[config.mk]
export PLATFORM = sky130hd
export DESIGN_NAME = interrupt_priority_with_clocks_unit
export DESIGN_NICKNAME = d
export VERILOG_FILES = /design/src/rtl/ipc_pkg.sv /design/src/rtl/interrupt_priority_with_clocks_unit.sv
export SDC_FILE = /design/constraint.sdc
export NUM_CORES = 1
export LEC_CHECK = 0
export CAP_MARGIN = 5
export CORE_ASPECT_RATIO = 1.1
export CORE_MARGIN = 1
export CORE_UTILIZATION = 57
export DETAILED_ROUTE_END_ITERATION = 12
export DONT_BUFFER_PORTS = 1
export GPL_TIMING_DRIVEN = 0
export MAX_ROUTING_LAYER = met4
export PLACE_DENSITY = 0.71
export REMOVE_ABC_BUFFERS = 1
export SLEW_MARGIN = 10
export SYNTH_ARGS = -nofsm -noshare
export SYNTH_HDL_FRONTEND = slang
export SYNTH_SLANG_ARGS = --single-unit
export TNS_END_PERCENT = 10
[constraint.sdc]
create_clock -name clk -period 9.3 [get_ports clk]
set_input_delay 1.86 -clock clk [delete_from_list [all_inputs] [get_ports clk]]
set_output_delay 1.86 -clock clk [all_outputs]
set_load 0.05 [all_outputs]
[src/rtl/ipc_pkg.sv]
// Shared types, codes and vector tables for the interrupt priority unit.
`timescale 1ns / 1ps

package ipc_pkg;

  // Source numbering and widths.
  localparam int NUM_SOURCES = 11;
  localparam int SRC_W       = 4;
  localparam int COUNT_W     = 32;
  localparam int RELOAD_W    = 16;
  localparam int CODE_W      = 16;
  localparam int ADDR_W      = 8;
  localparam int IMASK_W     = 8;
  localparam int MODE_W      = 2;
  localparam int CFG_IDX_W   = 1;
  localparam int IN_DATA_W   = 64;
  localparam int OUT_DATA_W  = 40;

  localparam logic [SRC_W-1:0] SRC_MACHINE = 4'd0;
  localparam logic [SRC_W-1:0] SRC_PROGRAM = 4'd1;
  localparam logic [SRC_W-1:0] SRC_SVC     = 4'd2;
  localparam logic [SRC_W-1:0] SRC_CLK1    = 4'd3;
  localparam logic [SRC_W-1:0] SRC_CLK2    = 4'd4;

  // Interruption code reported for a machine check.
  localparam logic [CODE_W-1:0] MACHINE_CHECK_CODE = 16'h0008;

  // Configuration register indexes.
  localparam logic [CFG_IDX_W-1:0] CFG_CLOCK1_RELOAD = 1'b0;
  localparam logic [CFG_IDX_W-1:0] CFG_CLOCK2_RELOAD = 1'b1;

  // Item kinds carried on the input tuser.
  typedef enum logic [MODE_W-1:0] {
    MODE_TICK  = 2'd0,
    MODE_RAISE = 2'd1,
    MODE_LOAD1 = 2'd2,
    MODE_LOAD2 = 2'd3
  } mode_t;

  // One result beat; the first member sits in the highest bits.
  typedef struct packed {
    logic [CODE_W-1:0] interrupt_code;
    logic [ADDR_W-1:0] new_psw_address;
    logic [ADDR_W-1:0] old_psw_address;
    logic [SRC_W-1:0]  served_source;
    logic              unhandled_check;
    logic              taken;
  } result_t;

  // Halfword address where the old PSW of a source is stored.
  function automatic logic [ADDR_W-1:0] vec_old(input logic [SRC_W-1:0] src);
    logic [ADDR_W-1:0] a;
    case (src)
      4'd0:    a = 8'h40;
      4'd1:    a = 8'h48;
      4'd2:    a = 8'h58;
      4'd3:    a = 8'h60;
      4'd4:    a = 8'h68;
      4'd5:    a = 8'h70;
      4'd6:    a = 8'h78;
      4'd7:    a = 8'h80;
      4'd8:    a = 8'h88;
      4'd9:    a = 8'h90;
      4'd10:   a = 8'h98;
      default: a = '0;
    endcase
    return a;
  endfunction

  // Halfword address from which the new PSW of a source is loaded.
  function automatic logic [ADDR_W-1:0] vec_new(input logic [SRC_W-1:0] src);
    logic [ADDR_W-1:0] a;
    case (src)
      4'd0:    a = 8'h44;
      4'd1:    a = 8'h4C;
      4'd2:    a = 8'h5C;
      4'd3:    a = 8'h64;
      4'd4:    a = 8'h6C;
      4'd5:    a = 8'h74;
      4'd6:    a = 8'h7C;
      4'd7:    a = 8'h84;
      4'd8:    a = 8'h8C;
      4'd9:    a = 8'h94;
      4'd10:   a = 8'h9C;
      default: a = '0;
    endcase
    return a;
  endfunction

  // PSW mask bit that enables a source; zero for the sources that the interrupt mask does not gate.
  function automatic logic [IMASK_W-1:0] vec_mask(input logic [SRC_W-1:0] src);
    logic [IMASK_W-1:0] m;
    case (src)
      4'd3:    m = 8'h80;
      4'd4:    m = 8'h40;
      4'd5:    m = 8'h02;
      4'd6:    m = 8'h10;
      4'd7:    m = 8'h08;
      4'd8:    m = 8'h04;
      4'd9:    m = 8'h02;
      4'd10:   m = 8'h01;
      default: m = '0;
    endcase
    return m;
  endfunction

endpackage

[src/rtl/interrupt_priority_with_clocks_unit.sv]
// Interrupt priority unit with two interval clocks and a registered result stage.
`timescale 1ns / 1ps
// A result beat appears on the master side in the cycle after its item is taken.
// Throughput: one item per cycle; the decrement, underflow test and priority pick all
// sit in one combinational stage between the input beat and the result register.
// The slave side stalls only while a finished result waits on the master side.
// Reset (synchronous, active high) clears pending sources, the stored check code,
// both counters, both reload registers and the result valid flag.

module interrupt_priority_with_clocks_unit (
  input  logic                              clk,
  input  logic                              rst,
  // Input item stream.
  input  logic                              s_tvalid,
  output logic                              s_tready,
  // tdata fields from bit 0: source[3:0], check_code[19:4], counter_value[51:20],
  // interrupt_mask[59:52], machine_check_mask[60], handler_present[61],
  // clock1_enable[62], clock2_enable[63].
  input  logic [ipc_pkg::IN_DATA_W-1:0]     s_tdata,
  // tuser fields from bit 0: mode[1:0].
  input  logic [ipc_pkg::MODE_W-1:0]        s_tuser,
  // Result stream.
  output logic                              m_tvalid,
  input  logic                              m_tready,
  // tdata fields from bit 0: taken[0], unhandled_check[1], served_source[5:2],
  // old_psw_address[13:6], new_psw_address[21:14], interrupt_code[37:22], zeros above.
  output logic [ipc_pkg::OUT_DATA_W-1:0]    m_tdata,
  // Configuration write port.
  input  logic                              cfg_we,
  input  logic [ipc_pkg::CFG_IDX_W-1:0]     cfg_addr,
  input  logic [ipc_pkg::RELOAD_W-1:0]      cfg_data
);

  import ipc_pkg::*;

  // Unpacked input fields.
  mode_t              mode;
  logic [SRC_W-1:0]   source;
  logic [CODE_W-1:0]  check_code;
  logic [COUNT_W-1:0] counter_value;
  logic [IMASK_W-1:0] interrupt_mask;
  logic               machine_check_mask;
  logic               handler_present;
  logic               clock1_enable;
  logic               clock2_enable;

  // State.
  logic [NUM_SOURCES-1:0] pending_flags, pending_flags_next;
  logic [CODE_W-1:0]      stored_check_code, stored_check_code_next;
  logic [COUNT_W-1:0]     clock1_count, clock1_count_next;
  logic [COUNT_W-1:0]     clock2_count, clock2_count_next;
  logic [RELOAD_W-1:0]    clock1_reload;
  logic [RELOAD_W-1:0]    clock2_reload;
  result_t                result, result_next;
  logic                   out_valid;

  // Tick datapath.
  logic [COUNT_W-1:0]     dec1, dec2;
  logic                   under1, under2;
  logic [NUM_SOURCES-1:0] tick_pending;
  logic [NUM_SOURCES-1:0] eligible;
  logic                   found;
  logic [SRC_W-1:0]       sel;
  logic                   accept;

  assign mode               = mode_t'(s_tuser);
  assign source             = s_tdata[3:0];
  assign check_code         = s_tdata[19:4];
  assign counter_value      = s_tdata[51:20];
  assign interrupt_mask     = s_tdata[59:52];
  assign machine_check_mask = s_tdata[60];
  assign handler_present    = s_tdata[61];
  assign clock1_enable      = s_tdata[62];
  assign clock2_enable      = s_tdata[63];

  // The result register frees up when it is empty or being drained.
  assign s_tready = !out_valid || m_tready;
  assign accept   = s_tvalid && s_tready;
  assign m_tvalid = out_valid;
  assign m_tdata  = {{(OUT_DATA_W - $bits(result_t)){1'b0}}, result};

  // Counter decrement and signed underflow test for both clocks.
  always_comb begin
    dec1   = clock1_count - COUNT_W'(1);
    dec2   = clock2_count - COUNT_W'(1);
    under1 = clock1_enable && ((dec1 == '0) || dec1[COUNT_W-1]);
    under2 = clock2_enable && ((dec2 == '0) || dec2[COUNT_W-1]);
    tick_pending = pending_flags;
    tick_pending[SRC_CLK1] = pending_flags[SRC_CLK1] | under1;
    tick_pending[SRC_CLK2] = pending_flags[SRC_CLK2] | under2;
  end

  // Gate each pending source with its enable, then pick the lowest index.
  always_comb begin
    eligible = '0;
    found    = 1'b0;
    sel      = '0;
    for (int i = 0; i < NUM_SOURCES; i++) begin
      if (SRC_W'(i) == SRC_MACHINE) begin
        eligible[i] = tick_pending[i] && machine_check_mask;
      end else if (SRC_W'(i) == SRC_PROGRAM || SRC_W'(i) == SRC_SVC) begin
        eligible[i] = tick_pending[i];
      end else begin
        eligible[i] = tick_pending[i] && ((interrupt_mask & vec_mask(SRC_W'(i))) != '0);
      end
    end
    for (int i = 0; i < NUM_SOURCES; i++) begin
      if (!found && eligible[i]) begin
        found = 1'b1;
        sel   = SRC_W'(i);
      end
    end
  end

  // Next state and result for the item on the slave side.
  always_comb begin
    pending_flags_next     = pending_flags;
    stored_check_code_next = stored_check_code;
    clock1_count_next      = clock1_count;
    clock2_count_next      = clock2_count;
    result_next            = '0;
    unique case (mode)
      MODE_RAISE: begin
        if (source < SRC_W'(NUM_SOURCES)) begin
          pending_flags_next = pending_flags | (NUM_SOURCES'(1) << source);
          if (source == SRC_PROGRAM) begin
            stored_check_code_next = check_code;
          end
        end
      end
      MODE_LOAD1: begin
        clock1_count_next = counter_value;
      end
      MODE_LOAD2: begin
        clock2_count_next = counter_value;
      end
      MODE_TICK: begin
        if (clock1_enable) begin
          clock1_count_next = under1 ? {clock1_reload, {(COUNT_W-RELOAD_W){1'b0}}} : dec1;
        end
        if (clock2_enable) begin
          clock2_count_next = under2 ? {clock2_reload, {(COUNT_W-RELOAD_W){1'b0}}} : dec2;
        end
        pending_flags_next = tick_pending;
        if (found) begin
          pending_flags_next[sel] = 1'b0;
          result_next.served_source = sel;
          if (sel == SRC_PROGRAM) begin
            result_next.interrupt_code = stored_check_code;
          end else if (sel == SRC_MACHINE) begin
            result_next.interrupt_code = MACHINE_CHECK_CODE;
          end
          // A program check with no handler is dropped without a PSW swap.
          if (sel == SRC_PROGRAM && !handler_present) begin
            result_next.unhandled_check = 1'b1;
          end else begin
            result_next.taken           = 1'b1;
            result_next.old_psw_address = vec_old(sel);
            result_next.new_psw_address = vec_new(sel);
          end
        end
      end
      default: ;
    endcase
  end

  // State, configuration and result registers.
  always_ff @(posedge clk) begin
    if (rst) begin
      pending_flags     <= '0;
      stored_check_code <= '0;
      clock1_count      <= '0;
      clock2_count      <= '0;
      clock1_reload     <= '0;
      clock2_reload     <= '0;
      out_valid         <= 1'b0;
    end else begin
      if (cfg_we) begin
        unique case (cfg_addr)
          CFG_CLOCK1_RELOAD: clock1_reload <= cfg_data;
          CFG_CLOCK2_RELOAD: clock2_reload <= cfg_data;
          default: ;
        endcase
      end
      if (accept) begin
        pending_flags     <= pending_flags_next;
        stored_check_code <= stored_check_code_next;
        clock1_count      <= clock1_count_next;
        clock2_count      <= clock2_count_next;
        out_valid         <= 1'b1;
      end else if (m_tready) begin
        out_valid <= 1'b0;
      end
    end
  end

  // Result payload loads with every accepted beat.
  always_ff @(posedge clk) begin
    if (accept) begin
      result <= result_next;
    end
  end

endmodule

==> results.yml, run 1 <==
timing:
  hold_violations: 0
  period_minus_slack_ps: 5570
  finalCritPeriodShare: 0.599
  tightest_slew_ps: 1240
  holdWs_ps: 448
  rsz0062_at_grt: "no"
  fin_ws_ps: 3730
  tns_ps: 0
  maxSlewViolCount: 0
  slew_headroom: 0.171
  skew_ps: 7.12
  max_clock_freq_ghz: 0.180
  final-setup-viol-count: 0
drt:
  firstDrtPassIters: 8
  drc_errors: 0
  antenna_left: 0
  vias: 7997
  routed_wl_um: 24300
  first_iter_violations: 692
  vias_per_cell: 6.49
  avgRoutedWirePerCell_um: 19.7
layout:
  layout.nets: 1124
  n_fill_cell: 1325
  area_delta_synth_final_pct: 7.09
  layout-drive-gt1-share: 0.0615
  antenna_cells: 0
  fin_cells: 1232
  multi_input_area_um2: 4860
  final_common_cell: "nand2_1"
  regArea_um2: 3320
  final_cell_mix: "179 x nand2_1, 124 x dfxtp_1, 86 x a21oi_1, 64 x o21ai_0, 60 x nor2_1"
clock_tree:
  ctsResizeCount: 0
  cts_tree: "yes"
  postCtsSetupBuffers: 0
  clk_path_buf_depth: 2
  cts_num_sinks: 152
  insertion_delay_ps: 430
  cts-htree-levels: 4
  clk_pin_slew_ps: 60
  cts-root-buf: "clkbuf_16"
  cts_hold_repair.buffers: 0
  cts-buffers-inserted: 17
die:
  coreArea_um2: 14600
  die_h_um: 131
  num_io_pins: 130
  dieArea_um2: 15700
  num_rows: 46
  die_x_um: 119
  initial_core_util: 0.591
worst_setup_path:
  worstPathMaxFanout: 20
  r2r-start: "clock2_count[0]"
  r2r_slack_ps: 3730
  critPathKind: "reg2reg"
  rr_worst_depth: 16
  worst_setup_path_end_kind: "flop"
  required_ps: 9460
  worstPathArrival_ps: 5730
  worstReg2RegEnd: "m_tdata[17]"
  cp-start-kind: "flop"
grt:
  grt_pass1_vias: 7338
  antenna_found_initial: 0
  grt_util_all_layers: 0.317
  grt_max_degree: 88
  grt_pass1_wl_um: 38300
  overflow: 0
synthesis:
  yosysUniqueCellTypes: 78
  yosysSeqAreaShare: 0.384
  ys_top_cells_by_area: "dfxtp_1 29%, edfxtp_1 9.7%, nand2_1 7.8%"
  synth_warnings: 0
  synth_top_area_share: 0.287
  synth-edff-count: 28
  synth.cell_area_um2: 8640
  yosys.area.top_type: "dfxtp_1"
  async_flop_share: 0
  synth_area_per_cell_um2: 7.97
  synth_ff_type: "dfxtp_1"
  syn_inst: 1085
  ys_ff_latch: 152
power_and_ir_drop:
  power_frac_seq: 0.401
  combPwrFrac: 0.190
  peakVddDrop_mv: 0.121
  power_leakage_nw: 3.29
  p_sw_mw: 0.567
  internal_power_mw: 1.33
  switching_share: 0.299
  power_density_nw_per_um2: 205
  p_clk_frac: 0.409
status:
  outcome: "completed"
place:
  place_ws_ps: 3730
  gp_congestion: 0.934
  numPortBuffers: 0
  dp.cells: 1200
  dp_hpwl_um: 16900
min_path:
  holdPathEnd: "stored_check_code[9]"
  min_path_type: "reg2reg"
  hp-start: "stored_check_code[9]"
  hold_path_depth: 2
run:
  drv_cap: 0
-- worst max-delay path: stages, from the launching register on --
cell,delay (ps)
dfxtp_1,360
inv_1,120
ha_1,300
nor4b_2,370
nand2_1,400
o31ai_1,490
o311ai_0,240
or4b_2,700
o22ai_4,500
o21ai_0,290
nand3_1,170
a21o_1,160
ha_1,550
nor2b_1,210
o21ai_0,130
o211ai_1,200
a211oi_1,80
-- area by class of cell --
type	instances	area share
inverters	26	0.0105
clock inverters	11	0.0210
clock buffers	21	0.0510
repair buffers	5	0.00703
well taps	192	0.0260
flip-flops and latches	152	0.359
multi-input cells	825	0.526
-- cell usage after synthesis (18+ instances only) --
cell and instances:
a21oi_1 88, inv_1 25, nor2_1 61, nand2_1 179, xnor2_1 21, dfxtp_1 124, a31oi_1 44, or3_1 18
clkbuf_1 61, edfxtp_1 28, nor3_1 34, nand3_1 30, o21ai_0 64, nor4_1 25, and3_1 19
-- registers in the layout, indices dropped and copies added (netlist names) --
register	flops
clock1_count	32
clock2_count	32
m_tdata	28
clock1_reload	16
clock2_reload	16
stored_check_code	16
pending_flags	11
m_tvalid	1
-- power groups by stage --
stage	logic, mW	registers [mW]	clock network [mW]
finish	0.360	0.761	0.776
detailed placement	0.350	0.775	0
floorplan	0.271	0.765	0
global route	0.395	0.766	0.811
CTS	0.353	0.761	0.784
global placement	0.344	0.774	0
-- worst max-delay path by stage --
| stage | depth (start not counted) | start | endpoint | slack (ps) |
|---|---|---|---|---|
| after global routing | 16 | clock1_count[0] | m_tdata[17] | 3350 |
| after CTS | 16 | clock2_count[0] | m_tdata[17] | 3780 |
| after global placement | 5 | m_tready | clock1_count[13] | 2420 |
| after detailed placement | 7 | m_tready | clock2_count[2] | 3730 |
| after floorplan | 5 | m_tready | clock1_count[10] | 4140 |
| final | 16 | clock2_count[0] | m_tdata[17] | 3730 |
-- per-layer routing --
metal | part of all wire | GRT usage | wire (um) | vias to the layer above
met2 | 0.49 | 0.510 | 11900 | 334
met1 | 0.41 | 0.387 | 10100 | 3733
li1 | - | - | - | 3885
met4 | 0.024 | 0.122 | 588 | 0
met3 | 0.073 | 0.0664 | 1780 | 45
met5 | 0 | - | 0 | -
-- logic make-up after synthesis --
kind of cell | Yosys count | share of synthesized area
other | 1 | 0.000434
muxes | 2 | 0.00232
DFF | 152 | 0.384
AOI/OAI and AO/OA | 319 | 0.244
xor gates and xnor gates | 27 | 0.0274
adders and majority gates | 9 | 0.0130
and+or+nand+nor | 461 | 0.271
buffers and inverters | 114 | 0.0582
-- metrics by stage --
stage	instance area, um2	power [mW]	utilization
2_1_floorplan	8260	1.04	-
3_5_place_dp	8590	1.13	0.588
3_3_place_gp	8500	1.12	0.581
5_1_grt	9260	1.97	0.633
6_report	9260	1.90	0.633
4_1_cts	9260	1.90	0.633
Note: power is estimated with default switching activity, not from simulation.
==> run 2, diff against run 1 <==
--- a/config.mk
+++ b/config.mk
@@ -13,7 +13,7 @@
 export DONT_BUFFER_PORTS = 1
 export GPL_TIMING_DRIVEN = 0
 export MAX_ROUTING_LAYER = met4
-export PLACE_DENSITY = 0.71
+export PLACE_DENSITY = 0.74
 export REMOVE_ABC_BUFFERS = 1
 export SLEW_MARGIN = 10
 export SYNTH_ARGS = -nofsm -noshare
==> constraint.sdc (replaced) <==
create_clock -name clk -period 4.8 [get_ports clk]
set_input_delay 0.96 -clock clk [delete_from_list [all_inputs] [get_ports clk]]
set_output_delay 0.96 -clock clk [all_outputs]
set_load 0.05 [all_outputs]
==> run 2 against run 1 <==
Count of clock-buffer cells in the layout is 4 lower. Maximum frequency rose by 21%. Critical path depth did not move. Non-clock buffer count is 11 higher. Cell area grew 0.81%. Largest power group is now registers. Register-to-register slack worse by 3500 ps. Sequential share of layout area fell by 0.29 points.
==> results.yml, run 2 (synthesis results as in run 1) <==
power_and_ir_drop:
  finalPower_mw: 3.47
  peakVddDrop_mv: 0.251
  power_leakage_nw: 3.32
  power_density_nw_per_um2: 372
die:
  dieArea_um2: 15700
  coreArea_um2: 14600
  num_rows: 46
  initial_core_util: 0.591
  die_h_um: 131
  die_x_um: 119
  num_io_pins: 130
layout:
  final_cell_mix: "178 x nand2_1, 124 x dfxtp_1, 86 x a21oi_1, 63 x o21ai_0, 60 x nor2_1"
  layout.nets: 1136
  layout-drive-gt1-share: 0.0856
  utilization: 0.638
  antenna_cells: 0
  regArea_um2: 3320
  fin_cells: 1244
  final_common_cell: "nand2_1"
  n_fill_cell: 1340
  area_delta_synth_final_pct: 7.96
  design_area_um2: 9330
  multi_input_area_um2: 4970
timing:
  final-setup-viol-count: 0
  holdWs_ps: 450
  maxSlewViolCount: 0
  max_clock_freq_ghz: 0.217
  hold_violations: 0
  finalCritPeriodShare: 0.962
  skew_ps: 7.92
  tightest_slew_ps: 1220
  period_minus_slack_ps: 4620
  slew_headroom: 0.189
clock_tree:
  cts_tree: "yes"
  insertion_delay_ps: 430
  clk_path_buf_depth: 2
  cts_hold_repair.buffers: 0
  cts-buffers-inserted: 17
  cts-htree-levels: 4
  clk_pin_slew_ps: 60
  cts_num_sinks: 152
  cts-root-buf: "clkbuf_16"
grt:
  antenna_found_initial: 0
  grt_pass1_vias: 7316
  grt_pass1_wl_um: 38600
  grt_util_all_layers: 0.319
  overflow: 0
  grt_max_degree: 88
worst_setup_path:
  worstPathArrival_ps: 4870
  critPathKind: "reg2reg"
  worst_setup_path_end_kind: "flop"
  worstPathMaxFanout: 20
  required_ps: 5050
  cp-start-kind: "flop"
place:
  dp_hpwl_um: 16900
  gp_congestion: 0.945
  placed_area_um2: 8600
  dp.cells: 1200
  numPortBuffers: 0
drt:
  antenna_left: 0
  first_iter_violations: 722
  wl_met1_um: 9950
  dr.max_layer_used: "met4"
  vias_per_cell: 6.58
  wl_met2_um: 11800
  firstDrtPassIters: 6
  drc_errors: 0
  wl_met3_um: 2030
  routed_wl_um: 24500
  vias: 8188
  avgRoutedWirePerCell_um: 19.7
status:
  outcome: "completed"
min_path:
  min_path_type: "reg2reg"
run:
  drv_cap: 0
run 2: area by class of cell:
type / instances / area share
Sequential cell: 152 / 0.356
Clock buffer: 17 / 0.0456
Tap cell: 192 / 0.0257
Timing Repair Buffer: 16 / 0.0166
Inverter: 26 / 0.0105
Clock inverter: 15 / 0.0130
Multi-Input combinational cell: 826 / 0.532
run 2: critical path, stage by stage, from the launching register on:
cell	delay [ps]
dfxtp_1	370
inv_1	100
ha_1	280
nor4b_4	450
and4_1	390
nand3_1	120
xnor2_1	250
nor4b_4	470
a21o_4	330
a21oi_1	120
o21ai_0	260
nand2_1	170
ha_2	340
nor2b_1	180
o21ai_0	130
o211ai_1	230
a211oi_1	240
run 2: what timing repair did:
item / in CTS / in global routing
buffers inserted: 4 / 7
pin swaps: 3 / 2
endpoints found under the setup margin: 30 / 6
gates resized for setup: 10 / 10
gates cloned: 1 / 0
run 2: path summary, 6_finish.rpt:
kind | startpoint | to | slack, ps | depth (start not counted)
setup / recovery | clock1_count[0] | m_tdata[17] | 180 | 16
setup reg to reg | clock1_count[0] | m_tdata[17] | 180 | 16
hold reg to reg | stored_check_code[6] | stored_check_code[6] | 450 | 2
hold / removal | stored_check_code[6] | stored_check_code[6] | 450 | 2
run 2: through the flow:
stage	setup WS [ps]	TNS, ps
finish	182	0
global route	-2.72	-2.72
CTS	17.1	0
detailed placement	-695	-8250
global placement	-1160	-42250
floorplan	487	0
run 2: power breakdown:
group / leakage [nW] / internal [mW] / switching [mW]
logic: 1.76 / 0.282 / 0.468
registers: 1.29 / 1.36 / 0.119
clock network: 0.265 / 0.671 / 0.576
run 2: metal layers:
metal,global-route usage,vias to the layer above
li1,-,3903
met1,0.401,3838
met2,0.503,391
met3,0.0599,56
met4,0.131,0
met5,-,-
==> run 3, diff against run 2 <==
--- a/config.mk
+++ b/config.mk
@@ -13,7 +13,7 @@
 export DONT_BUFFER_PORTS = 1
 export GPL_TIMING_DRIVEN = 0
 export MAX_ROUTING_LAYER = met4
-export PLACE_DENSITY = 0.74
+export PLACE_DENSITY = 0.71
 export REMOVE_ABC_BUFFERS = 1
 export SLEW_MARGIN = 10
 export SYNTH_ARGS = -nofsm -noshare
==> constraint.sdc (replaced) <==
create_clock -name clk -period 5.3 [get_ports clk]
set_input_delay 1.06 -clock clk [delete_from_list [all_inputs] [get_ports clk]]
set_output_delay 1.06 -clock clk [all_outputs]
set_load 0.05 [all_outputs]
==> run 3 against run 2 <==
Global-route usage decreased by 0.12 points. Combinational power fell by 15%. Sequential share of layout area grew 0.16 points. Die area unchanged. Register-to-register slack improved by 140 ps. Core utilization shrank 0.28 points. Sequential power shrank 9%. Flip-flop and latch count unchanged. Maximum frequency fell by 7.3%. Setup slack better by 140 ps. Total power down 4.0%.
==> results.yml, run 3 (synthesis results as in run 1) <==
status:
  outcome: "completed"
drt:
  firstDrtPassIters: 7
  antenna_left: 0
  drc_errors: 0
  first_iter_violations: 674
  vias: 7979
  avgRoutedWirePerCell_um: 19.7
  routed_wl_um: 24300
  vias_per_cell: 6.47
timing:
  fin_ws_ps: 318
  max_clock_freq_ghz: 0.201
  final-setup-viol-count: 0
  rsz0062_at_grt: "no"
  skew_ps: 5.55
  finalCritPeriodShare: 0.940
  hold_violations: 0
  holdWs_ps: 449
  slew_headroom: 0.184
  tightest_slew_ps: 1220
  maxSlewViolCount: 0
  period_minus_slack_ps: 4980
min_path:
  hp-start: "stored_check_code[9]"
  min_path_type: "reg2reg"
  holdPathEnd: "stored_check_code[9]"
  hold_path_depth: 2
worst_setup_path:
  required_ps: 5560
  cp_slowest_cell: "or4b_2"
  path_buf_inv: 0
  cp-start-kind: "flop"
  r2r-start: "clock2_count[11]"
  slowest_delay_ps: 770
  cp_cell_sequence: "nor3_1 > nand4b_1 > o41ai_1 > o21ai_0 > or4b_2 > o22ai_4 > o21ai_0 > o21ai_0 > nand2_1 > ha_2 > nor2b_1 > o21ai_0 > o211ai_1 > a211oi_1"
  rr_worst_depth: 14
  worstPathArrival_ps: 5240
  path_delay_family: "simple AND/OR/NAND/NOR gates"
  worst_setup_path_end_kind: "flop"
  crit_start: "clock2_count[11]"
  r2r_slack_ps: 320
  worstPathMaxFanout: 20
  timing.critical_path.mode_cell: "o21ai_0"
  critPathKind: "reg2reg"
  worstReg2RegEnd: "m_tdata[17]"
grt:
  use_met3: 0.0660
  grt_util_all_layers: 0.318
  grt_pass1_wl_um: 38400
  grt_max_degree: 88
  grt.busiest_layer: "met2"
  grt_pass1_vias: 7333
  use_met1: 0.391
  antenna_found_initial: 0
  overflow: 0
  grtUsageMet2: 0.512
die:
  num_rows: 46
  num_io_pins: 130
  die_h_um: 131
  initial_core_util: 0.591
  coreArea_um2: 14600
  die_x_um: 119
  dieArea_um2: 15700
layout:
  final_cell_mix: "178 x nand2_1, 124 x dfxtp_1, 86 x a21oi_1, 64 x o21ai_0, 60 x nor2_1"
  antenna_cells: 0
  n_fill_cell: 1323
  layout.nets: 1125
  multi_input_area_um2: 4890
  regArea_um2: 3320
  final_common_cell: "nand2_1"
  layout-drive-gt1-share: 0.0663
  area_delta_synth_final_pct: 7.48
power_and_ir_drop:
  p_clk_frac: 0.409
  combPwrFrac: 0.191
  power_density_nw_per_um2: 359
  power_frac_seq: 0.401
  finalPower_mw: 3.34
  peakVddDrop_mv: 0.212
  p_sw_mw: 0.999
  internal_power_mw: 2.34
  power_leakage_nw: 3.30
  switching_share: 0.299
place:
  gp_congestion: 0.934
  dp_hpwl_um: 16900
  numPortBuffers: 0
  place_ws_ps: -164
run:
  drv_cap: 0
clock_tree:
  cts-htree-levels: 4
  cts-buffers-inserted: 17
  cts_tree: "yes"
  cts-root-buf: "clkbuf_16"
  insertion_delay_ps: 430
  clk_pin_slew_ps: 60
  clk_path_buf_depth: 2
  cts_num_sinks: 152
  cts_hold_repair.buffers: 0
[run 3: routing by layer]
metal	share of wire	vias up	routed length (um)
li1	-	3887	-
met1	0.42	3729	10300
met2	0.48	310	11700
met3	0.066	53	1610
met4	0.026	0	631
met5	0	-	0
[run 3: how the worst max path moves through the flow]
stage | to | slack (ps) | depth (start not counted)
after floorplan | clock1_count[10] | 940 | 5
after global placement | clock1_count[13] | -780 | 5
after detailed placement | m_tdata[17] | -160 | 16
after CTS | m_tdata[17] | 200 | 16
after global routing | m_tdata[17] | 10 | 16
final | m_tdata[17] | 320 | 14
[run 3: layout make-up]
cell class / instances / area share
timing repair buffer: 6 / 0.00781
tap: 192 / 0.0259
clock buffer: 21 / 0.0508
clock inverter: 11 / 0.0209
inverter: 26 / 0.0105
multi-input combinational: 825 / 0.526
sequential: 152 / 0.358
[run 3: power by group through the flow]
stage	registers [mW]	clock network [mW]	logic, mW
final	1.34	1.36	0.636
after floorplan	1.34	0	0.476
after CTS	1.33	1.38	0.623
after detailed placement	1.36	0	0.615
after global placement	1.36	0	0.603
after global routing	1.34	1.42	0.700
[run 3: tightest hold or removal path, delay by kind of cell, from the launching register on]
kind | cells | cell delay, ps
AND/OR/NAND/NOR | 1 | 50
flip-flops | 1 | 300
AO/OA/AOI/OAI | 1 | 50
[run 3: what timing repair did]
item                       in CTS  in global routing
setup buffers                   1                  0
resized for setup               2                  3
setup endpoints to repair       4                  4
gates cloned                    0                  0
pin swaps                       1                  0
[run 3: stage by stage]
step / setup TNS [ps] / instance area (um2) / instances / utilization
after floorplan: 0 / 8260 / 1003 / -
after global placement: -15120 / 8500 / 1195 / 0.581
after detailed placement: -631 / 8590 / 1200 / 0.588
after CTS: 0 / 9280 / 1233 / 0.634
after global routing: 0 / 9290 / 1233 / 0.635
final: 0 / 9290 / 1233 / 0.635
